File: config.mk
export PLATFORM = sky130hd
export DESIGN_NAME = rpn_divider
export DESIGN_NICKNAME = d
export VERILOG_FILES = /design/src/rtl/rpn_pkg.sv /design/src/rtl/rpn_divider.sv
export SDC_FILE = /design/constraint.sdc
export NUM_CORES = 1
export LEC_CHECK = 0
export BUFFER_PORTS_ARGS = -buffer_cell sky130_fd_sc_hd__buf_2
export CORE_UTILIZATION = 45
export DETAILED_ROUTE_END_ITERATION = 10
export PLACE_DENSITY = 0.7
export SYNTH_ARGS = -nofsm -noshare
export SYNTH_HDL_FRONTEND = slang
export SYNTH_SLANG_ARGS = --single-unit
File: constraint.sdc
create_clock -name clock -period 5.8 [get_ports clock]
set_clock_uncertainty 0.2 [all_clocks]
set_input_delay 1.16 -clock clock [delete_from_list [all_inputs] [get_ports clock]]
set_output_delay 1.16 -clock clock [all_outputs]
set_load 0.005 [all_outputs]
File: src/rtl/rpn_pkg.sv
// rpn_pkg: command codes, error codes, payload structs and FSM states
// for the RPN stack calculator. No dependencies.
package rpn_pkg;

   typedef enum logic [3:0] {
      CMD_PUSH  = 4'd0,
      CMD_ADD   = 4'd1,
      CMD_SUB   = 4'd2,
      CMD_MUL   = 4'd3,
      CMD_DIV   = 4'd4,
      CMD_REM   = 4'd5,
      CMD_END   = 4'd6,
      CMD_PRINT = 4'd7,
      CMD_DUP   = 4'd8,
      CMD_SWAP  = 4'd9,
      CMD_CLEAR = 4'd10
   } cmd_code_type;

   localparam logic [2:0] ERR_NONE  = 3'd0;
   localparam logic [2:0] ERR_EMPTY = 3'd1;
   localparam logic [2:0] ERR_FULL  = 3'd2;
   localparam logic [2:0] ERR_ZDIV  = 3'd3;
   localparam logic [2:0] ERR_SWAP  = 3'd4;

   typedef struct packed {
      logic [3:0]         cmd;
      logic signed [31:0] operand;
   } req_type;

   typedef struct packed {
      logic               print_valid;
      logic signed [31:0] print_value;
      logic [2:0]         error;
      logic [7:0]         stack_depth;
   } rsp_type;

   typedef enum logic [3:0] {
      ST_IDLE,
      ST_RD1,
      ST_RD2,
      ST_EXEC,
      ST_MUL,
      ST_DIV,
      ST_DIVFIN,
      ST_WR2,
      ST_DONE
   } state_type;

   // divider handshake
   typedef struct packed {
      logic start;
      logic is_rem;
   } div_ctl_type;

   typedef struct packed {
      logic        done;
      logic        ovf;
   } div_sts_type;

endpackage

File: src/rtl/rpn_divider.sv
// rpn_divider: iterative restoring divider, one quotient bit per cycle.
// Computes (a<<16)/b saturated, or a % b. Depends on rpn_pkg.
module rpn_divider (
   input  logic                clock,
   input  logic                reset,
   input  rpn_pkg::div_ctl_type ctl,
   input  logic signed [31:0]  dividend,
   input  logic signed [31:0]  divisor,
   output rpn_pkg::div_sts_type sts,
   output logic signed [31:0]  result
);
   import rpn_pkg::*;

   logic [47:0] num_ff, num_in;
   logic [47:0] quo_ff, quo_in;
   logic [31:0] rem_ff, rem_in;
   logic [31:0] den_ff, den_in;
   logic [5:0]  cnt_ff, cnt_in;
   logic        busy_ff, busy_in;
   logic        neg_q_ff, neg_q_in, neg_r_ff, neg_r_in, rem_mode_ff, rem_mode_in;
   logic        done_ff, done_in;

   logic [31:0] mag_a, mag_b;
   logic [32:0] trial;
   logic [32:0] shifted;

   always_comb begin
      mag_a = dividend[31] ? 32'(-dividend) : dividend;
      mag_b = divisor[31] ? 32'(-divisor) : divisor;
      shifted = {rem_ff, num_ff[47]};
      trial = shifted - {1'b0, den_ff};
   end

   always_comb begin
      num_in = num_ff; quo_in = quo_ff; rem_in = rem_ff; den_in = den_ff;
      cnt_in = cnt_ff; busy_in = busy_ff; done_in = 1'b0;
      neg_q_in = neg_q_ff; neg_r_in = neg_r_ff; rem_mode_in = rem_mode_ff;
      if (ctl.start) begin
         rem_mode_in = ctl.is_rem;
         num_in   = ctl.is_rem ? {mag_a, 16'd0} : {mag_a, 16'd0};
         den_in   = mag_b;
         rem_in   = '0;
         quo_in   = '0;
         neg_q_in = dividend[31] ^ divisor[31];
         neg_r_in = dividend[31];
         // rem uses only the top 32 steps
         cnt_in   = ctl.is_rem ? 6'd32 : 6'd48;
         busy_in  = 1'b1;
      end else if (busy_ff) begin
         num_in = {num_ff[46:0], 1'b0};
         if (!trial[32]) begin
            rem_in = trial[31:0];
            quo_in = {quo_ff[46:0], 1'b1};
         end else begin
            rem_in = shifted[31:0];
            quo_in = {quo_ff[46:0], 1'b0};
         end
         cnt_in = cnt_ff - 6'd1;
         if (cnt_ff == 6'd1) begin
            busy_in = 1'b0;
            done_in = 1'b1;
         end
      end
   end

   always_ff @(posedge clock) begin
      if (reset) begin
         busy_ff <= 1'b0;
         done_ff <= 1'b0;
         cnt_ff  <= '0;
      end else begin
         busy_ff <= busy_in;
         done_ff <= done_in;
         cnt_ff  <= cnt_in;
      end
      num_ff <= num_in; quo_ff <= quo_in; rem_ff <= rem_in; den_ff <= den_in;
      neg_q_ff <= neg_q_in; neg_r_ff <= neg_r_in; rem_mode_ff <= rem_mode_in;
   end

   // result formatting, combinational, valid while done is high (quotient held)
   logic [48:0] sq;
   logic        ovf;
   always_comb begin
      sq = neg_q_ff ? 49'(-{1'b0, quo_ff}) : {1'b0, quo_ff};
      ovf = 1'b0;
      if (rem_mode_ff) begin
         result = neg_r_ff ? 32'(-rem_ff) : rem_ff;
      end else if (!neg_q_ff && quo_ff > 48'h7FFF_FFFF) begin
         result = 32'h7FFF_FFFF; ovf = 1'b1;
      end else if (neg_q_ff && quo_ff > 48'h8000_0000) begin
         result = 32'h8000_0000; ovf = 1'b1;
      end else begin
         result = sq[31:0];
      end
   end
   assign sts.done = done_ff;
   assign sts.ovf  = ovf;
endmodule

* Word-level counts from Yosys, hierarchy flattened *
Cells that the tools add are included.

operators by class
  mux-type cells = 21
  bitwise gates (word level) = 2
  reduce and logical (&&, ||, !) cells = 5
  $lt $le $gt $ge = 2
  eq/ne operators = 1
  add/sub/neg operators = 6

operators with widths
  operator              number
  $mux 32               7
  $neg 32->32           4
  $mux 48               2
  $gt 48x31->1 const B  1
  $gt 48x32->1 const B  1
  $sub 33x32->33        1
  $mux 31               1
  $mux 6                2
  $mux 1                8
  $eq 6x1->1 const B    1
  $sub 6x1->6 const B   1
  $mux 5                1
  $reduce_or 3->1       1
  $logic_and 1x1->1     2
  $reduce_bool 2->1     1
  $logic_not 1->1       1
  $not 1->1             1
  $xor 1x1->1           1

storage, ports and cells
  bits of input ports = 68
  bits in registers = 155
  logic and storage cells = 48
  output and inout bits = 34

* Logic depth before layout (Yosys ltp) *
Gate-level depths: netlist (run 1).

  word-level depth = 5
  gate-level depth with buffers = 12
  depth with buffers taken out = 11

* Worst setup path before layout (run 1) *
No wires, ideal clock.

  kind = reg2out
  start point = register quo_ff[0]
  end point = output port result[21]
  arrival time = 2.908 ns
  path buffers = 2
  required time = 4.440 ns
  cell stages (with the launch flop) = 13
  slack = 1.532 ns
  cell sequence = dfxtp_1 > inv_1 > ha_1 > or3b_2 > nor4_2 > nand4_1 > o31a_1 > or2_2 > clkbuf_1 > clkbuf_1 > o31ai_1 > a21oi_1 > a21oi_1

between the ends
  longest elaborated chain between the ends = 5
  elaborated cells between the ends (all ways) = 9
  classes of those cells = add/sub (1); order compare (2); mux (4); reduce/logical (2)

RTL lines
  element                                              RTL line                              text
  start, declared                                      rpn_divider.sv:15                     logic [47:0] quo_ff, quo_in;
  start signal, assigned                               rpn_divider.sv:76                     num_ff <= num_in; quo_ff <= quo_in; rem_ff <= rem_in; den_ff <= den_in;
  $neg 32->32 / $gt 48x32->1 (equally long branches)   rpn_divider.sv:84, rpn_divider.sv:90
  $mux 32 / $logic_and 1x1->1 (equally long branches)  rpn_divider.sv:84, rpn_divider.sv:90
  $mux 32                                              rpn_divider.sv:90                     end else if (neg_q_ff && quo_ff > 48'h8000_0000) begin
  $mux 32 (*)                                          rpn_divider.sv:88                     end else if (!neg_q_ff && quo_ff > 48'h7FFF_FFFF) begin
  $mux 32 (*)                                          rpn_divider.sv:86                     if (rem_mode_ff) begin
  end, declared                                        rpn_divider.sv:10                     output logic signed [31:0] result

Mark *: on every way between the ends. The rest lies on a longest branch, timed or not.

* Final worst setup path (run 1) *
  start point = register quo_ff[0]
  end point = output port result[17]

Same word-level chain as after synthesis.

==> flow_metrics.tcl, run 1 <==
set metrics [dict create \
    status "completed" \
    slew_violations 0 \
    core-area_um2 23600 \
    wl_um 27700 \
    grt_usage_pct 22.7 \
    min_path_type "reg2reg" \
    grt_pass1_wl_um 45000 \
    ys.flop_type "dfxtp_1" \
    timing_worst_slew_pin_value_ns 1.12 \
    vias 9970 \
    worst_ep_arrival_time_ns 3.81 \
    clk_pin_slew_worst_paths_ns 0.06 \
    cts_made_buffers 17 \
    cts_tree "yes" \
    ir_drop_uv 194 \
    clock-sinks 155 \
    ant_nets 0 \
    grt_pass1_vias 9034 \
    postCtsHoldBufs 0 \
    via_per_inst 5.91 \
    fill_cells 2319 \
    min_period_ns 5.17 \
    ctsResizeCount 0 \
    clockRootBuffer "clkbuf_16" \
    post-route-util_pct 51.5 \
    drc_errors 0 \
    avgSynthCellArea_um2 8.31 \
    synthCells 1313 \
    htreeDepth 4 \
    post-dp-hpwl_um 20000 \
    die_x_um 158 \
    pin_count 102 \
    die_h_um 158 \
    power_density_nw_per_um2 269 \
    diodes 0 \
    place_congestion 0.965 \
    required_ns 4.44 \
    post_cts_buffers 0 \
    antenna_found_initial 0 \
    syn_nets 1420 \
    synthTopCellsByArea "edfxtp_1 (18%), dfxtp_1 (16%), a21oi_1 (5.7%), xor2_1 (5.5%), nor2_1 (4.9%)" \
    drv_cap 0 \
    cpPeakStageDelay_ns 0.52 \
    worstSetupStartpointType "flop" \
    ys_seq_area_share_pct 34.6 \
    grt_start_max_net_pins 97 \
    yosys.area.top_type "edfxtp_1" \
    drt_iter0_drc 773 \
    cp_cell_sequence "inv_1, ha_1, or3b_2, nor4_2, nand4_1, o31a_1, or2_2, o31ai_1, a21oi_1, a21oi_1, buf_2" \
    fmax_mhz 193 \
    post-route-period-util_pct 89.2 \
    yosysWarnings 0 \
    syn_area_um2 10900 \
    tns_ns 0 \
    wl_per_cell_um 16.4 \
    slew_headroom_pct 25.6 \
    hold_violations 0 \
    dieArea_um2 24900 \
    portBuffers 101 \
    cp_slowest_cell "or3b_2" \
    final-setup-viol-count 0 \
    drive_above_1_share_pct 12.2 \
    synth-seq-cells 155 \
    end_kind "output pin" \
    rsz0062_at_grt "no" \
    p_leak_nw 4.90 \
    grt_overflow_total 0 \
    synth_edf_count 67 \
    crit_top_cell "a21oi_1" \
    clock_path_buffers 2 \
    clk_latency_ns 0.43 \
    ys_types 67 \
    syn_to_final_growth_pct 11.5 \
    yosysTopAreaCellShare_pct 18.4 \
    fin_nets 1461 \
    path_max_fanout 23 \
    crit_type "reg2out" \
    firstDrtPassIters 7 \
    rows 56 \
    start_util_pct 46.2 \
    synth-async-reset-ratio_pct 0 \
]
routing by layer:
layer | global-route usage [%] | share of wire, % | routed length (um)
met2 | 36.5 | 44 | 12300
met4 | 7.67 | 2.0 | 544
met3 | 3.23 | 6.2 | 1720
met5 | 0 | 0 | 0
met1 | 31.1 | 47 | 13100
cells by family (layout without fill, tap and decap cells):
| family | count (synthesis) | in the layout | synth area share [%] |
|---|---|---|---|
| and+or+nand+nor | 413 | 413 | 19.0 |
| AOI/OAI and AO/OA | 395 | 395 | 23.0 |
| muxes | 49 | 49 | 4.50 |
| buffers and inverters | 147 | 201 | 5.16 |
| xor gates and xnor gates | 115 | 115 | 9.23 |
| DFF | 155 | 155 | 34.6 |
| adders and majority gates | 39 | 39 | 4.54 |
final cells by class:
class                   instances  area [um2]  area share, %
multi-input cells            1011        6580           54.1
clock inverters                11        96.3          0.792
flip-flops and latches        155        3780           31.1
repair buffers                112         594           4.89
inverters                      57         214           1.76
clock buffers                  21         503           4.14
well taps                     319         399           3.28
state kept, by name, summed over array words and instances (netlist names):
signal       count
rem_mode_ff      1
num_ff          32
done_ff          1
neg_r_ff         1
rem_ff          32
quo_ff          48
busy_ff          1
den_ff          32
neg_q_ff         1
cnt_ff           6
metrics by stage:
| step | std cells | setup WS (ns) | total power [mW] | area (um2) | hold slack (ns) |
|---|---|---|---|---|---|
| 2_1_floorplan | 1313 | 1.53 | 1.91 | 10900 | 0.261 |
| 3_3_place_gp | 1654 | 1.19 | 2.15 | 11600 | 0.280 |
| 3_5_place_dp | 1654 | 1.16 | 2.17 | 11600 | 0.303 |
| 4_1_cts | 1686 | 0.699 | 3.27 | 12200 | 0.318 |
| 5_1_grt | 1686 | 0.352 | 3.44 | 12200 | 0.351 |
| 6_report | 1686 | 0.626 | 3.27 | 12200 | 0.306 |
path summary, 6_finish.rpt:
check | from | to | slack (ns) | cells past startpoint
max reg2reg | den_ff[0] | rem_ff[0] | 1.64 | 11
min | quo_ff[47] | quo_ff[47] | 0.31 | 2
min reg2reg | quo_ff[47] | quo_ff[47] | 0.31 | 2
max | quo_ff[0] | result[17] | 0.63 | 11
worst max-delay path: cells and delay by family (launching register included):
family / cells / cell delay [ns]
AO/OA/AOI/OAI: 4 / 0.91
adder cells (fa/ha/maj): 1 / 0.19
AND/OR/NAND/NOR: 4 / 1.72
flip-flops: 1 / 0.36
buffers and inverters: 2 / 0.22
power breakdown:
part / total, mW / switching, mW / internal (mW)
Sequential: 1.32 / 0.0894 / 1.23
Clock: 1.11 / 0.478 / 0.634
Combinational: 0.841 / 0.507 / 0.333
Yosys cell counts (all sizes together), types with 5 or more instances:
| master | count |
|---|---|
| a311oi | 27 |
| and2 | 5 |
| or2 | 7 |
| ha | 38 |
| nor2 | 143 |
| o2111ai | 5 |
| o41ai | 21 |
| nor3b | 5 |
| o21ai | 99 |
| mux2i | 49 |
| and3 | 5 |
| a211oi | 11 |
| nand2b | 18 |
| a31oi | 6 |
| o211ai | 8 |
| xor2 | 68 |
| nand2 | 70 |
| edfxtp | 67 |
| a21oi | 124 |
| buf | 13 |
| a2111oi | 6 |
| o21bai | 5 |
| or3 | 25 |
| xnor2 | 47 |
| dfxtp | 88 |
| o31ai | 44 |
| o311ai | 6 |
| nand3 | 41 |
| or4 | 20 |
| nor4 | 17 |
| nor3 | 24 |
| a21o | 15 |
| nand4 | 17 |
| clkbuf | 77 |
| inv | 57 |
placed cells by master (no fill, tap or decap), types with 5 or more instances in the layout:
master / Yosys / routed
a31oi_1: 6 / 6
nor2_1: 143 / 143
clkbuf_16: 0 / 19
ha_1: 38 / 38
clkinv_4: 0 / 5
nor4_1: 16 / 16
and2_1: 5 / 5
o41ai_1: 20 / 20
inv_1: 57 / 57
or4_1: 18 / 18
a21o_1: 15 / 15
and3_1: 5 / 5
mux2i_1: 49 / 49
or2_2: 7 / 7
xor2_1: 68 / 68
nand4_1: 17 / 17
a211oi_1: 11 / 11
nand3_1: 41 / 41
buf_4: 2 / 11
a2111oi_0: 6 / 6
nor3_1: 23 / 22
o211ai_1: 8 / 8
xnor2_1: 47 / 47
o31ai_1: 44 / 44
or3_1: 21 / 21
o21ai_0: 97 / 97
nand2_1: 70 / 70
a311oi_1: 27 / 27
buf_2: 3 / 100
a21oi_1: 124 / 124
nand2b_1: 18 / 18
dfxtp_1: 88 / 87
o311ai_0: 6 / 6
nor3b_1: 5 / 5
o21bai_1: 5 / 5
edfxtp_1: 67 / 67
o2111ai_1: 5 / 5
(Power assumes the default switching activity.)
==> run 2, diff against run 1 <==
--- a/config.mk
+++ b/config.mk
@@ -5,7 +5,7 @@
 export SDC_FILE = /design/constraint.sdc
 export NUM_CORES = 1
 export LEC_CHECK = 0
-export BUFFER_PORTS_ARGS = -buffer_cell sky130_fd_sc_hd__buf_2
+export BUFFER_PORTS_ARGS = -buffer_cell sky130_fd_sc_hd__clkbuf_2
 export CORE_UTILIZATION = 45
 export DETAILED_ROUTE_END_ITERATION = 10
 export PLACE_DENSITY = 0.7
==> run 2 against run 1 <==
Utilization shrank 0.090 points. Worst setup slack worse by 0.0081 ns. Non-clock buffer count is the same. Combinational power barely moved. Worst hold slack worse by 0.0014 ns. Flip-flop and latch count did not move. First-iteration DRC count increased by 13%. Global-route usage fell by 0.39 points. Sequential share of layout area rose by 0.054 points. Via count down 0.67%. Count of clock-buffer cells in the layout is the same. Clock power is essentially flat. Largest power group unchanged.
==> flow_metrics.tcl, run 2 (synthesis results as in run 1) <==
set metrics [dict create \
    crit_type "reg2out" \
    pin_count 102 \
    die_x_um 158 \
    rsz0062_at_grt "no" \
    grt_pass1_vias 8775 \
    ctsResizeCount 0 \
    grtUsageMet2_pct 34.5 \
    antenna_found_initial 0 \
    drive_above_1_share_pct 12.1 \
    grt_pass1_wl_um 44300 \
    clockRootBuffer "clkbuf_16" \
    grt_start_max_net_pins 97 \
    wl_um 27400 \
    slew_violations 0 \
    min_path_type "reg2reg" \
    fmax_mhz 193 \
    drt_iter0_drc 872 \
    worst_ep_arrival_time_ns 3.82 \
    wl_per_cell_um 16.3 \
    post-route-util_pct 51.4 \
    ant_nets 0 \
    tns_ns 0 \
    cpLargestDelayFamily "simple AND/OR/NAND/NOR gates" \
    ir_drop_uv 205 \
    post-route-period-util_pct 89.4 \
    seqPwrFrac_pct 40.3 \
    gr-max-usage-layer "met2" \
    layoutNonFillerInstCount 1686 \
    core-area_um2 23600 \
    path_max_fanout 23 \
    cts_made_buffers 17 \
    hold_violations 0 \
    clock_path_buffers 2 \
    power_frac_clock_pct 33.9 \
    dieArea_um2 24900 \
    clk_latency_ns 0.43 \
    post-dp-hpwl_um 19800 \
    p_switching_mw 1.07 \
    via_per_inst 5.87 \
    cts_tree "yes" \
    fin_nets 1461 \
    final_cell_mix "nor2_1 (143), a21oi_1 (124), clkbuf_2 (100)" \
    portBuffers 101 \
    cp_slowest_cell "or3b_2" \
    htreeDepth 4 \
    r2r_slack_ns 1.52 \
    syn_to_final_growth_pct 11.3 \
    clk_pin_slew_worst_paths_ns 0.06 \
    use_met3_pct 4.27 \
    slew_headroom_pct 27.1 \
    cpPeakStageDelay_ns 0.52 \
    cp_cell_sequence "inv_1, ha_1, or3b_2, nor4_2, nand4_1, o31a_1, or2_2, nor3b_1, a211oi_1, a21oi_1, clkbuf_2" \
    start_util_pct 46.2 \
    rows 56 \
    grt_overflow_total 0 \
    internal_power_mw 2.20 \
    die_h_um 158 \
    power_density_nw_per_um2 269 \
    final-setup-viol-count 0 \
    drv_cap 0 \
    required_ns 4.44 \
    path_buf_inv 2 \
    status "completed" \
    clock-sinks 155 \
    hold-worst-slack_ns 0.305 \
    dp.cells 1654 \
    postCtsHoldBufs 0 \
    firstDrtPassIters 6 \
    vias 9903 \
    regMostFlops "quo_ff" \
    diodes 0 \
    grt_usage_pct 22.3 \
    power_frac_comb_pct 25.7 \
    timing_worst_slew_pin_value_ns 1.09 \
    layout_commonest_cell "nor2_1" \
    grt_use_met1_pct 31.4 \
    end_kind "output pin" \
    p_leak_nw 4.89 \
    place_congestion 0.962 \
    switching_share_pct 32.7 \
    post_cts_buffers 0 \
    min_period_ns 5.18 \
    largest_reg_flops 48 \
    worstSetupStartpointType "flop" \
    drc_errors 0 \
]
==> run 2: cell count changes in the layout (fill, tap and decap cells not counted) <==
cell / previous run / this run
buf_2: 100 / 0
clkbuf_2: 0 / 100
clkinv_4: 5 / 1
clkbuf_1: 0 / 2
clkinvlp_4: 0 / 2
bufinv_16: 0 / 1
clkbuf_16: 19 / 18
clkbuf_8: 2 / 1
clkinv_2: 0 / 1
inv_4: 1 / 2
inv_8: 1 / 0
==> run 2: metal layers <==
layer | part of all wire, % | vias to the layer above
li1 | - | 4961
met1 | 48 | 4569
met2 | 44 | 340
met3 | 7.1 | 33
met4 | 1.5 | 0
met5 | 0 | -
==> run 2: layout make-up <==
cell class,instances,area (um2)
Multi-Input combinational cell,1011,6580
Inverter,57,214
Timing Repair Buffer,112,594
Clock inverter,11,106
Tap cell,319,399
Sequential cell,155,3780
Fill cell,2274,11500
Clock buffer,21,472
==> run 2: power groups by stage <==
stage | Clock [mW] | Sequential, mW | Combinational (mW)
after floorplan | 0 | 1.29 | 0.621
final | 1.11 | 1.32 | 0.839
after global routing | 1.17 | 1.33 | 0.934
after global placement | 0 | 1.34 | 0.818
after CTS | 1.12 | 1.31 | 0.831
after detailed placement | 0 | 1.34 | 0.826
==> run 2: worst register-to-register path: cells and delay by family, from the launching register on <==
kind	cells	cell delay (ns)
buf+inv	1	0.39
flops	1	0.44
fa+ha+maj	2	0.63
compound gates	7	2.34
simple gates	1	0.19
==> run 2: final timing paths <==
check / to / start / cells after the start
setup / recovery: result[14] / quo_ff[0] / 11
hold / removal: quo_ff[47] / quo_ff[47] / 2
hold reg to reg: quo_ff[47] / quo_ff[47] / 2
setup reg to reg: rem_ff[22] / den_ff[0] / 11
==> run 2: metrics by stage <==
stage / power, mW / instance area, um2 / setup slack [ns]
after detailed placement: 2.17 / 11600 / 1.12
after global placement: 2.15 / 11600 / 1.19
after floorplan: 1.91 / 10900 / 1.53
final: 3.26 / 12100 / 0.618
after CTS: 3.27 / 12100 / 0.648
after global routing: 3.43 / 12100 / 0.327
==> run 3, diff against run 2 <==
--- a/config.mk
+++ b/config.mk
@@ -5,10 +5,13 @@
 export SDC_FILE = /design/constraint.sdc
 export NUM_CORES = 1
 export LEC_CHECK = 0
+export ABC_AREA = 1
 export BUFFER_PORTS_ARGS = -buffer_cell sky130_fd_sc_hd__clkbuf_2
-export CORE_UTILIZATION = 45
+export CELL_PAD_IN_SITES_DETAIL_PLACEMENT = 1
+export CELL_PAD_IN_SITES_GLOBAL_PLACEMENT = 1
+export CORE_UTILIZATION = 40
 export DETAILED_ROUTE_END_ITERATION = 10
-export PLACE_DENSITY = 0.7
+export PLACE_DENSITY = 0.83
 export SYNTH_ARGS = -nofsm -noshare
 export SYNTH_HDL_FRONTEND = slang
 export SYNTH_SLANG_ARGS = --single-unit
==> run 3 against run 2 <==
Utilization decreased by 5.6 points. Die area is 27% higher. Worst setup slack improved by 0.66 ns. Power is 12% lower. Routed wire length increased by 53%. Synthesized cell count rose by 50%. Critical path depth unchanged. Sequential power fell by 6%. First-iteration DRC count is 28% lower. Global-route usage grew 4.8 points. Highest routed layer unchanged.
==> flow_metrics.tcl, run 3 <==
set metrics [dict create \
    synthCells 1973 \
    ys_seq_area_share_pct 30.6 \
    post-route-util_pct 45.9 \
    min_period_ns 4.52 \
    via_per_inst 5.26 \
    fill_cells 4114 \
    clock_path_buffers 2 \
    fin_nets 2156 \
    ant_nets 0 \
    ys_types 48 \
    regMostFlops "quo_ff" \
    yosys.area.top_type "nand2_1" \
    clock-sinks 155 \
    yosysMostFrequentCell "nand2_1" \
    drv_cap 0 \
    dieArea_um2 31600 \
    wl_per_cell_um 17.0 \
    syn_area_um2 12300 \
    rows 63 \
    start_util_pct 41.1 \
    power_frac_comb_pct 16.7 \
    worstSetupStartpointType "flop" \
    grt_pass1_wl_um 67000 \
    syn_nets 2080 \
    slew_violations 0 \
    pin_count 102 \
    vias 12900 \
    drt_iter0_drc 627 \
    layout_commonest_cell "nand2_1" \
    crit_type "reg2out" \
    met1_length_um 19300 \
    cts_tree "yes" \
    synth_edf_count 67 \
    fmax_mhz 221 \
    firstDrtPassIters 5 \
    synth-seq-cells 155 \
    avgSynthCellArea_um2 6.26 \
    min_path_type "reg2reg" \
    required_ns 4.44 \
    syn_to_final_growth_pct 11.6 \
    post-route-period-util_pct 78.0 \
    wl_met2_um 19700 \
    yosysWarnings 0 \
    top_layer_used "met4" \
    clockRootBuffer "clkbuf_16" \
    power_frac_clock_pct 40.2 \
    largest_reg_flops 48 \
    tns_ns 0 \
    worst_ep_arrival_time_ns 3.16 \
    clk_pin_slew_worst_paths_ns 0.07 \
    hold_violations 0 \
    totalPowerFinal_mw 2.86 \
    path_max_fanout 32 \
    grt_start_max_net_pins 51 \
    internal_power_mw 1.94 \
    status "completed" \
    clk_latency_ns 0.46 \
    drive_above_1_share_pct 8.73 \
    grt_pass1_vias 12800 \
    post-dp-hpwl_um 32700 \
    ir_drop_uv 176 \
    wl_met3_um 1380 \
    rsz0062_at_grt "no" \
    portBuffers 101 \
    drc_errors 0 \
    p_switching_mw 0.928 \
    grt_usage_pct 27.1 \
    synthTopCellsByArea "nand2_1 (20%), edfxtp_1 (16%), dfxtp_1 (14%), inv_1 (9.6%), xor2_1 (6.2%)" \
    synth-async-reset-ratio_pct 0 \
    die_x_um 178 \
    cts_made_buffers 17 \
    postCtsHoldBufs 0 \
    die_h_um 178 \
    final-setup-viol-count 0 \
    final_cell_mix "nand2_1 (653), inv_1 (315), nor2_1 (192)" \
    seqPwrFrac_pct 43.1 \
    antenna_found_initial 1 \
    end_kind "output pin" \
    wl_um 41800 \
    htreeDepth 4 \
    timing_worst_slew_pin_value_ns 1.24 \
    p_leak_nw 7.19 \
    core-area_um2 30000 \
    power_density_nw_per_um2 208 \
    ctsResizeCount 0 \
    dp_slack_ns 1.84 \
    yosysTopAreaCellShare_pct 19.9 \
    slew_headroom_pct 17.4 \
    post_cts_buffers 0 \
    place_congestion 0.900 \
    ys.flop_type "dfxtp_1" \
    grt_overflow_total 0 \
    switching_share_pct 32.4 \
    synth_commonest_cells "nand2_1 (653), inv_1 (315), nor2_1 (194), nand3_1 (119), dfxtp_1 (88)" \
    finalWorstSetupSlack_ns 1.28 \
]
[run 3: cell count changes after synthesis, moves of 41 or more]
| cell | delta |
|---|---|
| nand2_1 | +583 |
| nand3_1 | +78 |
| a21oi_1 | -58 |
| inv_1 | +258 |
| clkbuf_1 | -41 |
| mux2i_1 | -49 |
| nor2_1 | +51 |
| o22ai_1 | +51 |
[run 3: through the flow]
stage / hold slack [ns] / cell area [um2] / std cells
after floorplan: 0.254 / 12300 / 1973
after global placement: 0.261 / 13200 / 2420
after detailed placement: 0.271 / 13200 / 2420
after CTS: 0.281 / 13800 / 2452
after global routing: 0.311 / 13800 / 2453
final: 0.280 / 13800 / 2453
[run 3: power by group through the flow]
stage	clock network (mW)	logic (mW)	registers, mW
after floorplan	0	0.303	1.24
after global placement	0	0.450	1.26
after detailed placement	0	0.471	1.26
after CTS	1.16	0.477	1.23
after global routing	1.20	0.529	1.24
final	1.15	0.477	1.24
[run 3: path summary, 6_finish.rpt]
check | startpoint | to | slack [ns] | cells past startpoint
min | quo_ff[39] | quo_ff[40] | 0.28 | 2
max reg2reg | den_ff[0] | rem_ff[0] | 2.71 | 17
max | quo_ff[1] | result[0] | 1.28 | 11
min reg2reg | quo_ff[39] | quo_ff[40] | 0.28 | 2
[run 3: kinds of logic after synthesis]
logic type / Yosys count / synth area share (%)
XOR/XNOR: 96 / 6.81
AO/OA/AOI/OAI: 230 / 10.6
buffers and inverters: 385 / 12.1
adder cells (fa/ha/maj): 39 / 4.01
AND/OR/NAND/NOR: 1068 / 35.9
flip-flops: 155 / 30.6
[run 3: per-layer routing]
metal,GRT usage [%],vias to the layer above
li1,-,6401
met1,35.6,6129
met2,45.3,289
met3,2.93,74
met4,10.9,0
met5,0,-
[run 3: cell type report]
cell class	instances	area (um2)	area share (%)
clock inverters	15	173	1.25
flip-flops and latches	155	3770	27.4
clock buffers	17	425	3.09
repair buffers	112	588	4.27
well taps	390	488	3.54
multi-input cells	1433	7080	51.4
diodes	1	2.50	0.0182
inverters	330	1240	8.99
[run 3: worst max-delay path, stage by stage, from the launching register on]
cell and delay, ns:
dfxtp_1 0.32, inv_1 0.11, ha_1 0.20, nand3_1 0.14, nor2_1 0.25, nand2_1 0.09
nor2_1 0.11, nand2_1 0.07, nand3_1 0.85, nand2_1 0.10, a22oi_1 0.29, clkbuf_2 0.17
